<file path="src/hdl/idu_pkg.sv">
// ----------------------------------------------------------------------------
// idu_pkg: shared types and constants for the interrupt dispatch unit
// Word layouts, action and mode codes, vector table and the priority helpers.
// ----------------------------------------------------------------------------
`default_nettype none

package idu_pkg;

  localparam int unsigned NUM_IRQ = 5;

  localparam logic [4:0]  PEND_MASK    = 5'h1F;
  localparam logic [15:0] VEC_BASE     = 16'h0040;
  localparam logic [15:0] VEC_CANCEL   = 16'h0000;
  localparam logic [15:0] SP_WRAP_HIT  = 16'h0000;  // SP-1 lands on 0xFFFF (IE)
  localparam logic [15:0] PUSH_BYTES   = 16'd2;
  localparam logic [4:0]  CYC_DISPATCH = 5'd20;
  localparam logic [4:0]  CYC_HALT     = 5'd4;
  localparam logic [4:0]  CYC_NONE     = 5'd0;
  localparam logic [1:0]  EI_ARM       = 2'd2;

  typedef enum logic [1:0] {
    MODE_STEP = 2'd0,
    MODE_DONE = 2'd1,
    MODE_EI   = 2'd2,
    MODE_HALT = 2'd3
  } mode_t;

  typedef enum logic [2:0] {
    ACT_FETCH    = 3'd0,
    ACT_FETCH_NI = 3'd1,
    ACT_HALT     = 3'd2,
    ACT_DISPATCH = 3'd3,
    ACT_CANCEL   = 3'd4,
    ACT_ACK      = 3'd5
  } action_t;

  typedef struct packed {
    mode_t       mode;
    logic [4:0]  flag_bits;
    logic [7:0]  enable_bits;
    logic [15:0] program_counter;
    logic [15:0] stack_pointer;
    logic        bug_on_halt;
  } item_t;

  typedef struct packed {
    action_t     action;
    logic [15:0] next_pc;
    logic [15:0] next_sp;
    logic [4:0]  flag_clear_mask;
    logic        enable_overwritten;
    logic [7:0]  new_enable;
    logic [4:0]  cycle_count;
    logic        master_enable;
  } result_t;

  typedef struct packed {
    logic       ime;
    logic       halted;
    logic       halt_bug;
    logic [1:0] ei_delay;
  } state_t;

  // Lowest set bit, one-hot; zero when nothing is set.
  function automatic logic [4:0] lowest_bit(input logic [4:0] p);
    logic [4:0] r;
    r = '0;
    for (int i = NUM_IRQ - 1; i >= 0; i--) begin
      if (p[i]) r = 5'(1 << i);
    end
    return r;
  endfunction

  // Vector 0x40 + 8*index for a one-hot request, 0x0000 for none.
  function automatic logic [15:0] vector_of(input logic [4:0] onehot);
    logic [15:0] v;
    v = VEC_CANCEL;
    for (int i = 0; i < NUM_IRQ; i++) begin
      if (onehot[i]) v = VEC_BASE + (16'(i) << 3);
    end
    return v;
  endfunction

endpackage

`default_nettype wire

</file>
<file path="src/hdl/idu_step.sv">
// ----------------------------------------------------------------------------
// idu_step: single-pass step logic
// Combinational result and next state for one word against the current state.
// ----------------------------------------------------------------------------
`default_nettype none

module idu_step (
  input  idu_pkg::item_t   item,
  input  idu_pkg::state_t  st,
  output idu_pkg::result_t res,
  output idu_pkg::state_t  st_next
);
  import idu_pkg::*;

  logic [4:0] pending;
  logic [4:0] post;
  logic [4:0] sel;

  always_comb begin
    res.action             = ACT_ACK;
    res.next_pc            = item.program_counter;
    res.next_sp            = item.stack_pointer;
    res.flag_clear_mask    = '0;
    res.enable_overwritten = 1'b0;
    res.new_enable         = item.enable_bits;
    res.cycle_count        = CYC_NONE;
    st_next                = st;
    pending                = item.flag_bits & item.enable_bits[4:0] & PEND_MASK;
    post                   = '0;
    sel                    = '0;

    case (item.mode)
      MODE_STEP: begin
        if (pending != '0) st_next.halted = 1'b0;
        if (pending != '0 && st.ime) begin
          st_next.ime = 1'b0;
          sel = lowest_bit(pending);
          // High byte push onto IE: re-pick from the new enable value
          if (item.stack_pointer == SP_WRAP_HIT) begin
            res.enable_overwritten = 1'b1;
            res.new_enable         = item.program_counter[15:8];
            post = item.flag_bits & item.program_counter[12:8] & PEND_MASK;
            if ((post & sel) == '0) sel = lowest_bit(post);
          end
          res.next_sp     = item.stack_pointer - PUSH_BYTES;
          res.cycle_count = CYC_DISPATCH;
          if (sel != '0) begin
            res.action          = ACT_DISPATCH;
            res.next_pc         = vector_of(sel);
            res.flag_clear_mask = sel;
          end else begin
            res.action  = ACT_CANCEL;
            res.next_pc = VEC_CANCEL;
          end
        end else if (st_next.halted) begin
          // a pending request has already woken the CPU above
          res.action      = ACT_HALT;
          res.cycle_count = CYC_HALT;
        end else if (st.halt_bug) begin
          res.action       = ACT_FETCH_NI;
          st_next.halt_bug = 1'b0;
        end else begin
          res.action  = ACT_FETCH;
          res.next_pc = item.program_counter + 16'd1;
        end
      end
      MODE_DONE: begin
        if (st.ei_delay != 2'd0) begin
          st_next.ei_delay = st.ei_delay - 2'd1;
          if (st.ei_delay == 2'd1) st_next.ime = 1'b1;
        end
      end
      MODE_EI: begin
        if (st.ei_delay == 2'd0) st_next.ei_delay = EI_ARM;
      end
      MODE_HALT: begin
        if (item.bug_on_halt) st_next.halt_bug = 1'b1;
        else                  st_next.halted   = 1'b1;
      end
      default: begin
        st_next = st;
      end
    endcase

    res.master_enable = st_next.ime;
  end

endmodule

`default_nettype wire

</file>
<file path="src/hdl/interrupt_dispatch_unit_top.sv">
// ----------------------------------------------------------------------------
// interrupt_dispatch_unit_top: interrupt and halt front end
// Input register, single-pass step logic, result register; holds IME, HALT,
// halt-bug and EI delay state.
// ----------------------------------------------------------------------------
//
//  channel | direction | handshake           | payload
//  --------+-----------+---------------------+----------------------------------
//  in      | to unit   | in_valid / in_stall | mode, flag_bits, enable_bits,
//          |           |                     | program_counter, stack_pointer,
//          |           |                     | bug_on_halt
//  out     | from unit | out_valid/out_stall | action, next_pc, next_sp,
//          |           |                     | flag_clear_mask, enable_overwritten,
//          |           |                     | new_enable, cycle_count, master_enable
//
//  One word per cycle sustained while out_stall is low; a word passes the input
//  register, then the result register. The step logic reads and updates the
//  state register as a word moves from the input into the result register.
//  Reset (rst, synchronous) empties both registers and clears IME, HALT,
//  halt-bug and the EI delay.
//  out_stall holds the result register; the input register still fills, and
//  in_stall rises only when both registers are full and the result is held.
// ----------------------------------------------------------------------------
`default_nettype none

module interrupt_dispatch_unit_top (
  input  logic        clk,
  input  logic        rst,

  input  logic        in_valid,
  output logic        in_stall,
  input  logic [1:0]  mode,
  input  logic [4:0]  flag_bits,
  input  logic [7:0]  enable_bits,
  input  logic [15:0] program_counter,
  input  logic [15:0] stack_pointer,
  input  logic        bug_on_halt,

  output logic        out_valid,
  input  logic        out_stall,
  output logic [2:0]  action,
  output logic [15:0] next_pc,
  output logic [15:0] next_sp,
  output logic [4:0]  flag_clear_mask,
  output logic        enable_overwritten,
  output logic [7:0]  new_enable,
  output logic [4:0]  cycle_count,
  output logic        master_enable
);
  import idu_pkg::*;

  // input register
  logic    s1_valid;
  item_t   s1;
  // result register
  result_t res;
  // architectural state
  state_t  state;

  result_t res_next;
  state_t  state_next;
  logic    s1_adv;
  logic    in_accept;
  logic    out_take;

  assign out_take  = out_valid && !out_stall;
  assign s1_adv    = s1_valid && (!out_valid || !out_stall);
  assign in_stall  = s1_valid && !s1_adv;
  assign in_accept = in_valid && !in_stall;

  idu_step u_step (
    .item    (s1),
    .st      (state),
    .res     (res_next),
    .st_next (state_next)
  );

  // control and state
  always_ff @(posedge clk) begin
    if (rst) begin
      s1_valid  <= 1'b0;
      out_valid <= 1'b0;
      state     <= '0;
    end else begin
      if (in_accept)   s1_valid <= 1'b1;
      else if (s1_adv) s1_valid <= 1'b0;

      if (s1_adv)        out_valid <= 1'b1;
      else if (out_take) out_valid <= 1'b0;

      if (s1_adv) state <= state_next;
    end
  end

  // payload, no reset
  always_ff @(posedge clk) begin
    if (in_accept) begin
      s1.mode            <= mode_t'(mode);
      s1.flag_bits       <= flag_bits;
      s1.enable_bits     <= enable_bits;
      s1.program_counter <= program_counter;
      s1.stack_pointer   <= stack_pointer;
      s1.bug_on_halt     <= bug_on_halt;
    end
    if (s1_adv) res <= res_next;
  end

  assign action             = res.action;
  assign next_pc            = res.next_pc;
  assign next_sp            = res.next_sp;
  assign flag_clear_mask    = res.flag_clear_mask;
  assign enable_overwritten = res.enable_overwritten;
  assign new_enable         = res.new_enable;
  assign cycle_count        = res.cycle_count;
  assign master_enable      = res.master_enable;

  // EI delay only ever holds 0, 1 or 2
  a_ei_range: assert property (@(posedge clk) disable iff (rst)
    state.ei_delay != 2'd3)
    else $error("EI delay out of range");

  // a served interrupt drops IME, clears exactly one IF bit and reports CYC_DISPATCH
  a_dispatch: assert property (@(posedge clk) disable iff (rst)
    out_valid && res.action == ACT_DISPATCH |->
      !master_enable && $onehot(flag_clear_mask) && cycle_count == CYC_DISPATCH)
    else $error("dispatch result inconsistent");

  // a cancelled dispatch only follows a push onto IE
  a_cancel: assert property (@(posedge clk) disable iff (rst)
    out_valid && res.action == ACT_CANCEL |->
      enable_overwritten && next_pc == VEC_CANCEL && flag_clear_mask == '0)
    else $error("cancel result inconsistent");

  // the input side stalls only with a word waiting behind a held result
  a_stall: assert property (@(posedge clk) disable iff (rst)
    in_stall |-> s1_valid && out_valid && out_stall)
    else $error("unexpected input stall");

  // a held result keeps the state frozen when nothing advances
  a_state_hold: assert property (@(posedge clk) disable iff (rst)
    !s1_adv |=> $stable(state))
    else $error("state changed without a word advancing");

endmodule

`default_nettype wire
</file>
<file path="config.mk">
export PLATFORM = sky130hd
export DESIGN_NAME = interrupt_dispatch_unit_top
export DESIGN_NICKNAME = d
export VERILOG_FILES = /design/src/hdl/idu_pkg.sv /design/src/hdl/idu_step.sv /design/src/hdl/interrupt_dispatch_unit_top.sv
export SDC_FILE = /design/constraint.sdc
export NUM_CORES = 1
export LEC_CHECK = 0
export ABC_AREA = 1
export BUFFER_PORTS_ARGS = -buffer_cell sky130_fd_sc_hd__clkbuf_2
export CORE_UTILIZATION = 45
export DETAILED_ROUTE_END_ITERATION = 7
export PLACE_DENSITY = 0.65
export SLEW_MARGIN = 25
export SYNTH_ARGS = -nofsm -noshare
export SYNTH_HDL_FRONTEND = slang
export SYNTH_HIERARCHICAL = 1
export SYNTH_SLANG_ARGS = --single-unit
</file>
<file path="constraint.sdc">
create_clock -name clk -period 6.74 [get_ports clk]
set_clock_uncertainty 0.1 [all_clocks]
set_input_delay 1.685 -clock clk [delete_from_list [all_inputs] [get_ports clk]]
set_output_delay 1.685 -clock clk [all_outputs]
set_load 0.03 [all_outputs]
</file>
======== Word level (Yosys, flattened, before mapping) ========
Index checks and enable logic that the tools add are counted.
storage, ports and cells
  bits in registers ....................... 110
  bits of input ports ..................... 52
  output and inout port bits .............. 57
  logic and storage cells ................. 116
operators by class
  add/subtract/negate cells ............... 3
  eq/ne operators ......................... 10
  muxes and demuxes ....................... 51
  bitwise gates (word level) .............. 4
  reductions and logical operators ........ 27
operators by type and width
  cell                   count
  $mux 5                 18
  $mux 51                1
  $mux 19                2
  $mux 7                 5
  $mux 16                2
  $mux 30                1
  $add 16x1->16 const B  1
  $logic_not 16->1       1
  $sub 16x2->16 const B  1
  $and 5x5->5            3
  $mux 1                 14
  $reduce_bool 2->1      5
  $reduce_bool 5->1      2
  $mux 9                 1
  $ne 2x2->1 const B     4
  $pmux 2 s2             2
  $mux 3                 2
  $reduce_and 3->1       2
  $logic_and 1x1->1      5
  $logic_not 5->1        1
  $reduce_and 5->1       1
  $eq 2x1->1 const B     2
  $eq 2x2->1 const B     2
  $logic_not 1->1        4
  other kinds (10)       13

======== Longest topological paths before layout ========
  word-level depth ........................ 22
  depth in mapped cells ................... 15

======== By module ========
Netlist, hierarchy kept.
modules (own cells, without submodules)
  module                       times used  cells an instance  area an instance (sq um)  sequential area each (sq um)
  interrupt_dispatch_unit_top  1           148                3428.3                    3233.1
  idu_step                     1           327                1775.5                    0.0

======== Worst setup path after synthesis ========
Ideal clock, no wire load.
  path kind ............................... in2reg
  start point ............................. in out_stall
  end point ............................... reg res (netlist bit action[0]) (enable)
  library setup time ...................... 0.486 ns
  data arrival time ....................... 4.387 ns
  required time ........................... 6.154 ns
  path slack .............................. 1.767 ns
  stages on the path ...................... 1
  path buffers ............................ 0
  cells stage by stage .................... a21oi_1
between the ends
  longest elaborated chain between the ends .. 3
ends and longest elaborated chain
  element                 line                                text
  start: declaration      interrupt_dispatch_unit_top.sv:40   input logic out_stall,
  $logic_not 1->1         interrupt_dispatch_unit_top.sv:67   assign s1_adv = s1_valid && (!out_valid || !out_stall);
  $logic_or 1x1->1        interrupt_dispatch_unit_top.sv:67
  $logic_and 1x1->1       interrupt_dispatch_unit_top.sv:67
  end signal: assignment  interrupt_dispatch_unit_top.sv:105  if (s1_adv) res <= res_next;
  end: declaration        interrupt_dispatch_unit_top.sv:56   result_t res;
Every way passes these cells.
A chain may end at the register's enable or synchronous reset.

======== Final worst setup path ========
  start point ............................. in out_stall
  end point ............................... out in_stall
between the ends
  longest elaborated chain between the ends .. 5
ends and longest elaborated chain
  element            line                               text
  $logic_not 1->1    interrupt_dispatch_unit_top.sv:67
  $logic_or 1x1->1   interrupt_dispatch_unit_top.sv:67
  $logic_and 1x1->1  interrupt_dispatch_unit_top.sv:67
  $logic_not 1->1    interrupt_dispatch_unit_top.sv:68  assign in_stall = s1_valid && !s1_adv;
  $logic_and 1x1->1  interrupt_dispatch_unit_top.sv:68
  end: declaration   interrupt_dispatch_unit_top.sv:31  output logic in_stall,
Every way passes these cells.

==> results.py <==
metrics = {
    "sta": {
        "period_needed_ns": 4.01,
        "drv_slew": 0,
        "finalCritPeriodShare": 0.594,
        "finalSetupTns_ns": 0,
        "rsz0062_at_grt": "false",
        "final-hold-violation-count": 0,
        "finalSetupViolCount": 0,
        "slew_headroom": 0.453,
        "fmax_mhz": 250,
        "finalWorstSetupSlack_ns": 2.73,
        "worstMarginPinSlew_ns": 0.819,
    },
    "yosys": {
        "synth_cell_types": 42,
        "synth-main-ff-cell": "edfxtp_1",
        "syn_inst": 475,
        "yosysSeqAreaShare": 0.621,
        "yosys_warnings": 6,
        "netlist.area_leader.share": 0.594,
        "syn_area_per_cell_um2": 11.0,
        "synth_area_leaders": "edfxtp_1 (59%), nand2_1 (5.7%), inv_1 (4.7%)",
        "async_flop_share": 0,
        "ys_ff_latch": 110,
        "yosys.area.top_type": "edfxtp_1",
        "syn_area_mm2": 0.00520,
        "synth_edf_count": 103,
    },
    "clock_network": {
        "post_cts.repair.setup_buffers": 0,
        "cts.path.max_buffers": 2,
        "cts_tree": "yes",
        "hold_buffers": 0,
        "clk_latency_ns": 0.35,
        "ctsResizeCount": 0,
        "h-tree-depth": 3,
        "clock-root-buffer": "clkbuf_16",
        "cts.sinks": 110,
        "cts_buffers": 9,
        "cts.reportedPaths.clkPinSlew_ns": 0.07,
    },
    "routing": {
        "wl_um": 10700,
        "drt-pass1-iter-count": 4,
        "via_per_inst": 4.99,
        "drtIter0Drc": 212,
        "drc_errors": 0,
        "ant_nets": 0,
        "vias": 3645,
        "post_drt_wl_per_cell_um": 14.6,
    },
    "global_route": {
        "grt_pass1_wl_um": 16500,
        "antenna_found_initial": 0,
        "grt_max_degree": 56,
        "grt_pass1_vias": 3379,
        "gr-total-overflow": 0,
        "grt_util_all_layers": 0.187,
    },
    "final_layout": {
        "drive_above_1_share": 0.298,
        "fillers": 964,
        "antenna_cells": 0,
        "fin_cells": 730,
        "fin_nets": 644,
        "area_delta_synth_final_pct": 18.2,
    },
    "place": {
        "portBuffers": 108,
        "place_inst": 715,
        "pre_cts_ws_ns": 2.73,
        "dpl.hpwl_um": 7840,
        "place.gp.congestion": 0.864,
    },
    "die": {
        "ios": 109,
        "die_w_um": 110,
        "die-area_mm2": 0.0120,
        "start_util": 0.472,
        "core_area_mm2": 0.0110,
        "die_y_um": 110,
        "rows": 38,
    },
    "setup_path": {
        "cp.required_ns": 4.95,
        "path_delay_family": "buffers and inverters",
        "cp_common_cell": "clkbuf_2",
        "crit_arrival_ns": 2.22,
        "critPathSlowestCell": "clkbuf_2",
        "start_kind": "primary input",
        "crit_path_end_kind": "output pin",
        "crit_type": "primary input to output pin",
        "worstPathCellList": "clkbuf_2 -> nand3_1 -> inv_1 -> clkbuf_2",
        "crit_path_max_incr_delay_ns": 0.20,
        "crit_fanout": 3,
        "cp_num_buf_inv": 3,
    },
    "pwr": {
        "power.density_mw_per_mm2": 248,
        "ir_drop_uv": 165,
        "cellLeakagePower_uw": 0.00265,
    },
    "hold_path": {
        "min_path_type": "flip-flop to flip-flop",
    },
    "status": {
        "status": "complete, no violations",
    },
    "flow_run": {
        "drv_cap": 0,
    },
}
[synthesized netlist by cell type (5+ instances only)]
cell type and number:
edfxtp_1 103, nor2_1 50, nand2_4 5, xor2_1 9, nand2_1 79, a21oi_1 23
ha_1 6, nor2_4 6, nand4_1 7, nand3_2 7, inv_1 65, o21ai_0 11
nor3_1 5, nor2_2 8, nand2_2 10, dfxtp_1 7, buf_4 7, nand3_1 27
[power breakdown]
part	total [uW]	switching, uW	internal [uW]	leakage, uW
Combinational	162	111	50.1	0.00146
Sequential	814	23.9	790	0.00105
Clock	549	226	323	0.000146
[layer usage]
layer	vias up	track usage	share of wire
met4	0	0.0819	0.016
met3	11	0.0267	0.046
met5	-	0	0
met2	103	0.314	0.49
met1	1715	0.243	0.45
li1	1816	-	-
[stage by stage]
step	util	hold slack, ns	area (um2)	total power [uW]
finish	0.558	0.414	6150	1520
floorplan	-	0.391	5210	939
detailed placement	0.530	0.402	5840	989
global route	0.558	0.429	6150	1580
CTS	0.558	0.418	6150	1530
global placement	0.530	0.391	5840	985
[cells in the final DEF, fill, tap and decap left out, types with 5 or more instances in the layout]
cell	netlist	routed
a21oi_1	23	22
clkbuf_16	0	9
clkbuf_2	0	108
dfxtp_1	7	7
edfxtp_1	103	103
ha_1	6	6
inv_1	65	64
nand2_1	79	79
nand2_2	10	10
nand2_4	5	5
nand3_1	27	27
nand3_2	7	7
nand4_1	7	7
nor2_1	50	50
nor2_2	8	8
nor2_4	6	6
nor3_1	5	5
o21ai_0	11	11
xor2_1	9	9
[sequential cells by signal, summed over array words and instances, names as in the netlist]
name and cells:
next_pc 16, enable_overwritten 1, out_valid 1, action 3, next_sp 16, flag_clear_mask 5, s1_valid 1, s1 48
master_enable 1, cycle_count 5, state 5, new_enable 8
[layout make-up]
type	count	area, um2	share of cell area
Sequential cell	110	3230	0.526
Multi-Input combinational cell	288	1630	0.265
Timing Repair Buffer	109	548	0.0891
Inverter	68	259	0.0421
Clock buffer	11	233	0.0378
Tap cell	140	175	0.0285
Clock inverter	4	72.6	0.0118
[logic make-up (layout without fill, tap and decap cells)]
family / count (synthesis) / after routing / synth area share
xor+xnor: 13 / 13 / 0.0219
other cells: 1 / 3 / 0.000721
flops: 110 / 110 / 0.621
mux: 1 / 1 / 0.00216
buf+inv: 79 / 192 / 0.0690
fa+ha+maj: 6 / 6 / 0.0144
compound gates: 50 / 50 / 0.0563
simple gates: 215 / 215 / 0.214
[worst reg2reg max path: cells and delay by family (launching register included)]
kind | cells | cell delay, ns
multiplexers | 1 | 0.39
adder cells (fa/ha/maj) | 1 | 0.42
AND/OR/NAND/NOR | 3 | 0.90
buffers and inverters | 2 | 0.44
flip-flops | 1 | 0.42
[path summary, 6_finish.rpt]
check / endpoint / slack (ns) / startpoint / depth (start not counted)
worst max-delay path: in_stall / 2.73 / out_stall / 4
worst min-delay path: next_sp[0] / 0.41 / s1[1] / 0
worst max register to register: new_enable[7] / 3.82 / s1[46] / 7
worst min register to register: next_sp[0] / 0.41 / s1[1] / 0
Note: power is estimated with default switching activity, not from simulation.
